--- config.mk ---
export PLATFORM = sky130hd
export DESIGN_NAME = gbbp_ram
export DESIGN_NICKNAME = d
export VERILOG_FILES = /design/src/hw/rtl/gbbp_ram.sv
export SDC_FILE = /design/constraint.sdc
export NUM_CORES = 1
export LEC_CHECK = 0
export BUFFER_PORTS_ARGS = -buffer_cell sky130_fd_sc_hd__buf_2
export CORE_MARGIN = 2
export CORE_UTILIZATION = 63
export DETAILED_ROUTE_END_ITERATION = 16
export PLACE_DENSITY = 0.79
export SLEW_MARGIN = 0
export SYNTH_ARGS = -nofsm -noshare
export SYNTH_HDL_FRONTEND = slang
export SYNTH_SLANG_ARGS = --single-unit
--- constraint.sdc ---
create_clock -name clk -period 3.2 [get_ports clk]
set_clock_uncertainty 0.15 [all_clocks]
set_input_delay 0.48 -clock clk [delete_from_list [all_inputs] [get_ports clk]]
set_output_delay 0.48 -clock clk [all_outputs]
set_load 0.03 [all_outputs]
--- src/hw/rtl/gbbp_ram.sv ---
// ----------------------------------------------------------------------------
// gbbp_ram
// Simple dual-port RAM: one write port, one read port with registered data.
// ----------------------------------------------------------------------------
module gbbp_ram #(
    parameter int ADDR_W = 8,
    parameter int DATA_W = 2
) (
    input  logic              clk,
    input  logic              we,
    input  logic [ADDR_W-1:0] waddr,
    input  logic [DATA_W-1:0] wdata,
    input  logic              re,
    input  logic [ADDR_W-1:0] raddr,
    output logic [DATA_W-1:0] rdata
);

    localparam int DEPTH = 1 << ADDR_W;

    logic [DATA_W-1:0] mem [DEPTH];
    logic [DATA_W-1:0] rdata_reg;

    // Write port
    always_ff @(posedge clk)
    begin
        if (we)
        begin
            mem[waddr] <= wdata;
        end
    end

    // Read port, hold data when not enabled
    always_ff @(posedge clk)
    begin
        if (re)
        begin
            rdata_reg <= mem[raddr];
        end
    end

    assign rdata = rdata_reg;

endmodule

Word level (Yosys, flattened, before mapping). Memory sizes are Yosys's and may differ from the RTL's. A register that Yosys moved wholly into a read port is not among the register bits. Index checks and enable logic that the tools add are counted.

Bits in registers: 0. Bits in writable memories: 512. Input bits: 21. Output and inout port bits: 2. Logic and storage cells: 3. Memories kept: 1.

Muxes and demuxes: 2.

Memories: mem (depth 256, width 2, read ports 1, clocked after memory_dff 1, write ports 1, line 20) `logic [DATA_W-1:0] mem [DEPTH];`.

Operator list (count): 1-bit 2-to-1 mux (2).

Longest topological paths before layout. Gate-level depths: netlist of run 1.

Depth in word-level cells: 2. Mapped depth: 11. Mapped depth without buffers: 6.

Worst setup path after synthesis of run 1. OpenSTA, ideal clock, no wires.

Path type: input to register. Start point: in raddr[0]. End point: reg rdata_reg[0], in the netlist rdata[0], read port of mem, data pin. Library setup time: 266 ps. Arrival: 2115 ps. Data required time: 2784 ps. Setup slack: 669 ps. Cell stages on the path: 8. Path buffers: 3. Cells stage by stage: buf_6 -> buf_4 -> buf_4 -> mux4_2 -> a22oi_1 -> nand3_1 -> a32oi_1 -> a211oi_2.

RTL lines: start, declared (line 14) `input logic [ADDR_W-1:0] raddr,`; end, declared (line 21) `logic [DATA_W-1:0] rdata_reg;`.

==> results.sh, run 1 <==
export IMPL_grt_pass1_wl_um=75150
export IMPL_synthFlopType="edfxtp_1"
export IMPL_cts_tree="built"
export IMPL_yosysWarnings=0
export IMPL_critical_path_max_fanout=32
export IMPL_worstSetupPathType="input port to register"
export IMPL_core_rowCount=67
export IMPL_numCtsBuffers=50
export IMPL_syn_avg_cell_area_um2=17.23
export IMPL_initial_core_util=0.6382
export IMPL_grt_antenna_before_repair=1
export IMPL_maxSlewViolCount=0
export IMPL_synth_area_leaders="edfxtp_1 72%, mux4_2 8.6%, nor2_1 4.7%, mux2i_1 2.9%, mux4_1 2.5%"
export IMPL_synth_most_common_cell="edfxtp_1"
export IMPL_finalHoldViolCount=0
export IMPL_clock_sinks=514
export IMPL_drt_iter0_drc=1772
export IMPL_finalCritPeriodShare=0.7905
export IMPL_track_usage=0.2894
export IMPL_fin_setup_tns_ps=0
export IMPL_synthCells=1242
export IMPL_routed_wl_um=50130
export IMPL_slowest_stage="mux4_1"
export IMPL_peakVddDrop_uv=515.2
export IMPL_netlist_area_mm2=0.02140
export IMPL_clk_pin_slew_worst_paths_ps=60
export IMPL_worstHoldPathType="input port to register"
export IMPL_final_area_mm2=0.02369
export IMPL_drc=0
export IMPL_worst_ep_arrival_time_ps=2680
export IMPL_place_congestion=0.8484
export IMPL_viasPerCell=6.722
export IMPL_synth_top_cells_by_count="514 x edfxtp_1, 268 x nor2_1, 82 x mux4_2"
export IMPL_holdWs_ps=41.13
export IMPL_via_count=11959
export IMPL_nets=1314
export IMPL_worstMarginPinSlew_ps=737.2
export IMPL_fmax_mhz=395.3
export IMPL_cts_hold_buf=0
export IMPL_layout_drive_gt1_share=0.1931
export IMPL_detail_route_wl_per_cell_um=28.18
export IMPL_relSlewSlack=0.5071
export IMPL_seq_area_frac_synth=0.7212
export IMPL_antenna_cells=0
export IMPL_cellPowerDensity_mw_per_mm2=586.2
export IMPL_ys_types=50
export IMPL_ant_nets=0
export IMPL_setup_viol=0
export IMPL_firstDrtPassIters=7
export IMPL_worstPathRequired_ps=3350
export IMPL_cts_path_max_buffers=3
export IMPL_dp_hpwl_um=30880
export IMPL_crit_buf_inv=3
export IMPL_synth_top_area_frac=0.7212
export IMPL_cp_top_family="compound AO/OA/AOI/OAI gates"
export IMPL_ios=23
export IMPL_rsz0062_at_grt="false"
export IMPL_largest_reg_flops=512
export IMPL_area_growth_pct=10.69
export IMPL_status="completed"
export IMPL_core_mm2=0.03353
export IMPL_die_area_mm2=0.03546
export IMPL_worst_slack_ps=670.6
export IMPL_pre_cts_ws_ps=104.6
export IMPL_post_route_min_period_ps=2529
export IMPL_clock_root_buffer="clkbuf_16"
export IMPL_grt_pass1_vias=12143
export IMPL_overflow=0
export IMPL_place_area_mm2=0.02211
export IMPL_syn_nets=1263
export IMPL_async_flop_share=0
export IMPL_leakagePower_nw=7.453
export IMPL_cts_htree_levels=2
export IMPL_die_h_um=188.3
export IMPL_io_buffers=22
export IMPL_synth_seq_cells=514
export IMPL_die_w_um=188.3
export IMPL_synth_area_leader_cell="edfxtp_1"
export IMPL_grt_max_degree=104
export IMPL_clk_insertion_delay_late_ps=580
export IMPL_drv_cap=0
export IMPL_synth_edf_count=514
export IMPL_critPathLaunchType="input port"
export IMPL_cts_setup_buffers=0
export IMPL_crit_chain="buf_8 > buf_12 > mux4_1 > a22o_1 > a211oi_1 > o21ai_0 > a31oi_1 > buf_4 > a311oi_2"
export IMPL_cp_end_kind="register"
export IMPL_critPathMaxStageDelay_ps=600
export IMPL_cts_resized=0
-- cell families after synthesis --
logic type | synth area share
DFF | 0.7212
and+or+nand+nor | 0.06752
AOI/OAI and AO/OA | 0.03853
buffers and inverters | 0.02917
muxes | 0.1436
-- area by class of cell --
type                       count  area, µm²
clock buffer                  58       1281
multi-input combinational    632       5345
clock inverter                32      297.8
sequential                   514      15430
fill                        2030       9842
inverter                       6      22.52
tap                          448      560.5
timing repair buffer          89      748.2
-- report_power, final --
part / switching (mW) / internal, mW / total (mW)
Combinational: 0.484 / 0.269 / 0.754
Sequential: 0.00736 / 7.42 / 7.43
Clock: 2.43 / 3.27 / 5.70
Total: 2.92 / 11.0 / 13.9
-- worst paths after layout --
kind	slack (ps)	depth (start not counted)	end	from
setup reg to reg	710	7	rdata[1]	mem[141][1]
hold reg to reg	980	5	rdata[1]	mem[112][1]
setup / recovery	670	9	rdata[1]	raddr[0]
hold / removal	40	1	rdata[1]	re
-- metrics by stage --
stage	std cells	util	power [mW]
after global placement	1689	0.6594	8.298
after floorplan	1242	-	8.019
after CTS	1779	0.7065	13.93
after detailed placement	1689	0.6594	8.312
final	1779	0.7065	13.89
after global routing	1779	0.7065	14.22
-- layer usage --
| layer | vias to the layer above | global-route usage | routed length [µm] | share of wire |
|---|---|---|---|---|
| li1 | 5022 | - | - | - |
| met1 | 6036 | 0.3928 | 18060 | 0.36 |
| met2 | 775 | 0.4774 | 24790 | 0.49 |
| met3 | 124 | 0.05606 | 5568 | 0.11 |
| met4 | 2 | 0.1034 | 1705 | 0.034 |
| met5 | - | 0 | 7 | 0.00014 |
-- cell usage in the layout, fill, tap and decap left out, types with 8 or more instances in the layout --
| master | synthesis | layout |
|---|---|---|
| a211oi_1 | 10 | 10 |
| a21oi_1 | 9 | 9 |
| a22o_1 | 8 | 8 |
| buf_12 | 8 | 9 |
| buf_2 | 10 | 19 |
| buf_4 | 2 | 58 |
| clkbuf_1 | 53 | 8 |
| clkbuf_16 | 0 | 50 |
| clkinv_1 | 0 | 12 |
| clkinv_2 | 0 | 9 |
| edfxtp_1 | 514 | 514 |
| mux2_2 | 8 | 8 |
| mux2i_1 | 61 | 61 |
| mux4_1 | 20 | 20 |
| mux4_2 | 82 | 82 |
| nand2_1 | 29 | 29 |
| nand3_1 | 27 | 27 |
| nand4_1 | 9 | 9 |
| nor2_1 | 268 | 268 |
| nor2b_1 | 11 | 10 |
| o21ai_0 | 10 | 10 |
| o221ai_1 | 16 | 16 |
Note: power is estimated with default switching activity, not from simulation.
==> inputs of run 2 (changes only) <==
- ABC_AREA: unset -> 1
- clock period: 3.2 -> 2.5 ns (I/O delays scaled with it)
==> results.sh, run 2 <==
export IMPL_worstSetupPathType="input port to register"
export IMPL_synth_area_leaders="edfxtp_1 70%, nand3_1 11%, nand2_1 9.8%, nor2_1 4.8%, buf_2 1.2%"
export IMPL_netlist_area_mm2=0.02215
export IMPL_via_count=15908
export IMPL_ant_nets=0
export IMPL_clk_insertion_delay_late_ps=570
export IMPL_setup_viol=0
export IMPL_worst_ep_arrival_time_ps=2070
export IMPL_cts_htree_levels=2
export IMPL_worstPathRequired_ps=2660
export IMPL_ys_types=14
export IMPL_ios=23
export IMPL_syn_avg_cell_area_um2=10.78
export IMPL_clock_root_buffer="clkbuf_16"
export IMPL_async_flop_share=0
export IMPL_die_h_um=191.5
export IMPL_worstHoldPathType="input port to register"
export IMPL_grt_max_degree=65
export IMPL_layout_drive_gt1_share=0.08361
export IMPL_layout_common_cells="581 x nand2_1, 514 x edfxtp_1, 495 x nand3_1"
export IMPL_fillers=2371
export IMPL_post_route_min_period_ps=1909
export IMPL_viasPerCell=6.209
export IMPL_io_buffers=22
export IMPL_critical_path_max_fanout=28
export IMPL_nets=2085
export IMPL_synthFlopType="edfxtp_1"
export IMPL_synth_edf_count=514
export IMPL_yosysWarnings=0
export IMPL_area_growth_pct=10.85
export IMPL_dpl_cell_count=2466
export IMPL_status="completed"
export IMPL_cts_path_max_buffers=3
export IMPL_dp_hpwl_um=33690
export IMPL_place_congestion=0.9114
export IMPL_seq_area_frac_synth=0.6969
export IMPL_detail_route_wl_per_cell_um=22.12
export IMPL_initial_core_util=0.6411
export IMPL_drc=0
export IMPL_final_core_util=0.7107
export IMPL_syn_nets=2076
export IMPL_cellPowerDensity_mw_per_mm2=749.2
export IMPL_core_rowCount=68
export IMPL_finalCritPeriodShare=0.7635
export IMPL_synth_top_area_frac=0.6969
export IMPL_track_usage=0.3154
export IMPL_peakVddDrop_uv=718.7
export IMPL_critPathLaunchType="input port"
export IMPL_clk_pin_slew_worst_paths_ps=70
export IMPL_synth_area_leader_cell="edfxtp_1"
export IMPL_fmax_mhz=523.9
export IMPL_fin_setup_tns_ps=0
export IMPL_leakagePower_nw=8.587
export IMPL_worstMarginPinSlew_ps=687.2
export IMPL_layout_cells_non_filler=2562
export IMPL_crit_chain="buf_4 > inv_4 > buf_4 > nand3_1 > nand3_1 > nand3_1 > nand3_1 > nand2_1 > nand2_1 > nand3_1 > nand3_1 > nand2_1"
export IMPL_grt_pass1_wl_um=86160
export IMPL_cts_hold_buf=1
export IMPL_cts_tree="built"
export IMPL_synthCells=2055
export IMPL_drv_cap=0
export IMPL_firstDrtPassIters=6
export IMPL_critPathMaxStageDelay_ps=330
export IMPL_maxSlewViolCount=0
export IMPL_core_mm2=0.03454
export IMPL_routed_wl_um=56670
export IMPL_synth_most_common_cell="nand2_1"
export IMPL_crit_buf_inv=3
export IMPL_grt_antenna_before_repair=4
export IMPL_synth_top_cells_by_count="581 x nand2_1, 514 x edfxtp_1, 495 x nand3_1"
export IMPL_finalHoldViolCount=0
export IMPL_final_common_cell="nand2_1"
export IMPL_cts_setup_buffers=0
export IMPL_grt_pass1_vias=15621
export IMPL_pre_cts_ws_ps=92.10
export IMPL_largest_reg_flops=512
export IMPL_die_area_mm2=0.03667
export IMPL_numCtsBuffers=50
export IMPL_cp_top_family="simple AND/OR/NAND/NOR gates"
export IMPL_path_common_cell="nand3_1"
export IMPL_cts_resized=0
export IMPL_cp_end_kind="register"
export IMPL_synth_seq_cells=514
export IMPL_worst_slack_ps=591.3
export IMPL_slowest_stage="buf_4"
export IMPL_overflow=0
export IMPL_rsz0062_at_grt="false"
export IMPL_drt_iter0_drc=2177
export IMPL_relSlewSlack=0.5408
export IMPL_die_w_um=191.5
export IMPL_clock_sinks=514
run 2: changes by cell type after synthesis, moves of 16 or more:
cell,delta
buf_2,+44
mux2i_1,-61
inv_1,+33
nand3_1,+468
mux4_1,-20
nand2_1,+552
mux4_2,-82
o221ai_1,-16
run 2: kinds of logic (layout without fill, tap and decap cells):
family | Yosys count | count (layout) | share of synthesized area
other | 0 | 2 | 0
buffers and inverters | 182 | 232 | 0.04475
DFF | 514 | 514 | 0.6969
and+or+nand+nor | 1359 | 1359 | 0.2583
run 2: area by class of cell:
class / instances / area (µm²) / area share
diodes: 2 / 5.005 / 0.0002039
clock inverters: 32 / 327.8 / 0.01335
multi-input cells: 1359 / 5720 / 0.2330
well taps: 455 / 569.3 / 0.02319
inverters: 39 / 153.9 / 0.006269
repair buffers: 100 / 982.2 / 0.04001
flip-flops and latches: 514 / 15430 / 0.6287
clock buffers: 61 / 1356 / 0.05525
run 2: final timing paths:
path / start / end / slack [ps] / depth (start not counted)
hold reg to reg: mem[0][1] / rdata[1] / 880 / 10
setup reg to reg: mem[234][0] / rdata[0] / 630 / 10
hold / removal: wdata[0] / mem[123][0] / 70 / 1
setup / recovery: raddr[1] / rdata[0] / 590 / 12
run 2: metal layers:
metal	routed length (µm)	global-route usage	up-vias
met4	2606	0.1447	4
met5	22	0	-
met2	26880	0.5051	1009
met3	7186	0.06628	215
li1	-	-	7095
met1	19980	0.4182	7585
run 2: where the power goes:
part / switching (mW) / total, mW / internal (mW)
logic: 0.848 / 1.17 / 0.323
clock network: 3.15 / 7.72 / 4.57
registers: 0.00762 / 9.51 / 9.50
total: 4.00 / 18.4 / 14.4
run 2: through the flow:
step	power, mW	cell area (µm²)	hold WS [ps]
2_1_floorplan	10.37	22150	323.9
3_3_place_gp	10.79	22850	509.2
3_5_place_dp	10.82	22850	508.6
4_1_cts	18.40	24540	58.30
5_1_grt	18.83	24540	71.64
6_report	18.39	24550	69.11
==> inputs of run 3 (changes only) <==
- ABC_AREA: 1 -> 0
- clock period: 2.5 -> 1.9 ns (I/O delays scaled with it)
==> results.sh, run 3 (same netlist as run 1, synthesis figures left out) <==
export IMPL_drv_cap=0
export IMPL_track_usage=0.2929
export IMPL_clk_insertion_delay_late_ps=560
export IMPL_place_congestion=0.8716
export IMPL_grt_max_degree=74
export IMPL_pwr_share_comb=0.063
export IMPL_rsz0062_at_grt="true"
export IMPL_core_mm2=0.03353
export IMPL_maxSlewViolCount=0
export IMPL_finalHoldViolCount=0
export IMPL_via_count=12270
export IMPL_ios=23
export IMPL_cts_tree="built"
export IMPL_clock_root_buffer="clkbuf_16"
export IMPL_worst_ep_arrival_time_ps=2470
export IMPL_holdWs_ps=113.6
export IMPL_layout_cells_non_filler=1876
export IMPL_p_int_mw=18.84
export IMPL_core_rowCount=67
export IMPL_place_area_mm2=0.02312
export IMPL_layout_drive_gt1_share=0.2584
export IMPL_worstHoldPathType="input port to register"
export IMPL_leakagePower_nw=8.046
export IMPL_final_area_mm2=0.02482
export IMPL_status="complete, but fails checks"
export IMPL_fillers=1900
export IMPL_clk_pin_slew_worst_paths_ps=60
export IMPL_grt_pass1_wl_um=76290
export IMPL_switching_share=0.2086
export IMPL_die_area_mm2=0.03546
export IMPL_setup_viol=2
export IMPL_overflow=0
export IMPL_ant_nets=0
export IMPL_failed_checks="setup timing"
export IMPL_fmax_mhz=430.9
export IMPL_die_w_um=188.3
export IMPL_cts_htree_levels=2
export IMPL_final_common_cell="edfxtp_1"
export IMPL_die_h_um=188.3
export IMPL_worstSetupPathType="register to register"
export IMPL_finalCritPeriodShare=1.221
export IMPL_drt_iter0_drc=1841
export IMPL_firstDrtPassIters=6
export IMPL_critical_path_max_fanout=1
export IMPL_viasPerCell=6.541
export IMPL_clkPwrFrac=0.412
export IMPL_layout_common_cells="514 x edfxtp_1, 268 x nor2_1, 128 x buf_4"
export IMPL_drc=0
export IMPL_pwr_share_seq=0.526
export IMPL_cellPowerDensity_mw_per_mm2=959.2
export IMPL_cp_end_kind="register"
export IMPL_peakVddDrop_uv=874.2
export IMPL_clock_sinks=514
export IMPL_io_buffers=22
export IMPL_post_route_min_period_ps=2321
export IMPL_worst_slack_ps=-420.8
export IMPL_worstPathRequired_ps=2050
export IMPL_area_growth_pct=15.98
export IMPL_grt_antenna_before_repair=0
export IMPL_routed_wl_um=50600
export IMPL_numCtsBuffers=51
export IMPL_initial_core_util=0.6382
export IMPL_switchingPower_mw=4.965
export IMPL_final_core_util=0.7402
export IMPL_fin_setup_tns_ps=-797.0
export IMPL_cts_path_max_buffers=3
export IMPL_dp_hpwl_um=32600
export IMPL_antenna_cells=0
export IMPL_largest_reg_flops=512
export IMPL_detail_route_wl_per_cell_um=26.97
export IMPL_relSlewSlack=0.6981
export IMPL_critPathLaunchType="register"
export IMPL_worstMarginPinSlew_ps=451.1
export IMPL_grt_pass1_vias=12680
export IMPL_dpl_cell_count=1782
export IMPL_nets=1411
==> run 3: changes by cell type in the layout (fill, tap and decap cells not counted), sizes merged, moves of 16 or more <==
cell,delta
buf,+83
inv,-31
mux2i,+61
mux4,+102
nand2,-552
nand3,-468
o21ai,+17
o221ai,+16
==> run 3: cell type report <==
type / count / area (µm²) / area share
clock inverter: 35 / 334.1 / 0.01346
multi-input combinational: 632 / 5410 / 0.2180
timing repair buffer: 185 / 1764 / 0.07108
tap: 448 / 560.5 / 0.02258
inverter: 6 / 22.52 / 0.0009073
clock buffer: 56 / 1295 / 0.05217
sequential: 514 / 15430 / 0.6218
==> run 3: layer usage <==
layer,GRT usage,vias up,share of wire
li1,-,5201,-
met1,0.3916,6191,0.35
met2,0.4840,747,0.50
met3,0.05457,131,0.11
met4,0.1196,0,0.043
met5,0,-,0
==> run 3: path summary, 6_finish.rpt <==
| kind | from | end | slack (ps) | cells after the start |
|---|---|---|---|---|
| setup / recovery | mem[153][1] | rdata[1] | -420 | 7 |
| setup reg to reg | mem[153][1] | rdata[1] | -420 | 7 |
| hold / removal | waddr[2] | mem[156][1] | 110 | 3 |
| hold reg to reg | mem[104][1] | rdata[1] | 980 | 6 |
==> run 3: stage by stage <==
step / power, mW / worst slack (ps)
5_1_grt: 24.38 / -472.8
2_1_floorplan: 13.53 / -371.5
4_1_cts: 23.87 / -405.0
6_report: 23.81 / -420.8
3_3_place_gp: 14.16 / -844.3
3_5_place_dp: 14.19 / -891.5
==> run 3: what timing repair did <==
item,in CTS,in global routing
gates resized for setup,11,0
buffers inserted,0,0
endpoints found under the setup margin,2,2
hold buffers,3,0
endpoints found under the hold margin,63,0
pin swaps,6,3
==> run 3: power groups by stage <==
| stage | combinational (mW) | clock (mW) | sequential, mW |
|---|---|---|---|
| final | 1.49 | 9.80 | 12.5 |
| after global routing | 1.57 | 10.3 | 12.5 |
| after CTS | 1.47 | 9.88 | 12.5 |
| after detailed placement | 1.44 | 0 | 12.8 |
| after global placement | 1.41 | 0 | 12.8 |
| after floorplan | 0.764 | 0 | 12.8 |
==> run 3: worst max-delay path, stage by stage, from the launching register on <==
cell and delay [ps]:
edfxtp_1 370, mux4_2 470, a22o_1 260, a211oi_2 230, o21ai_1 110, a31oi_1 250
buf_4 180, a311oi_2 50
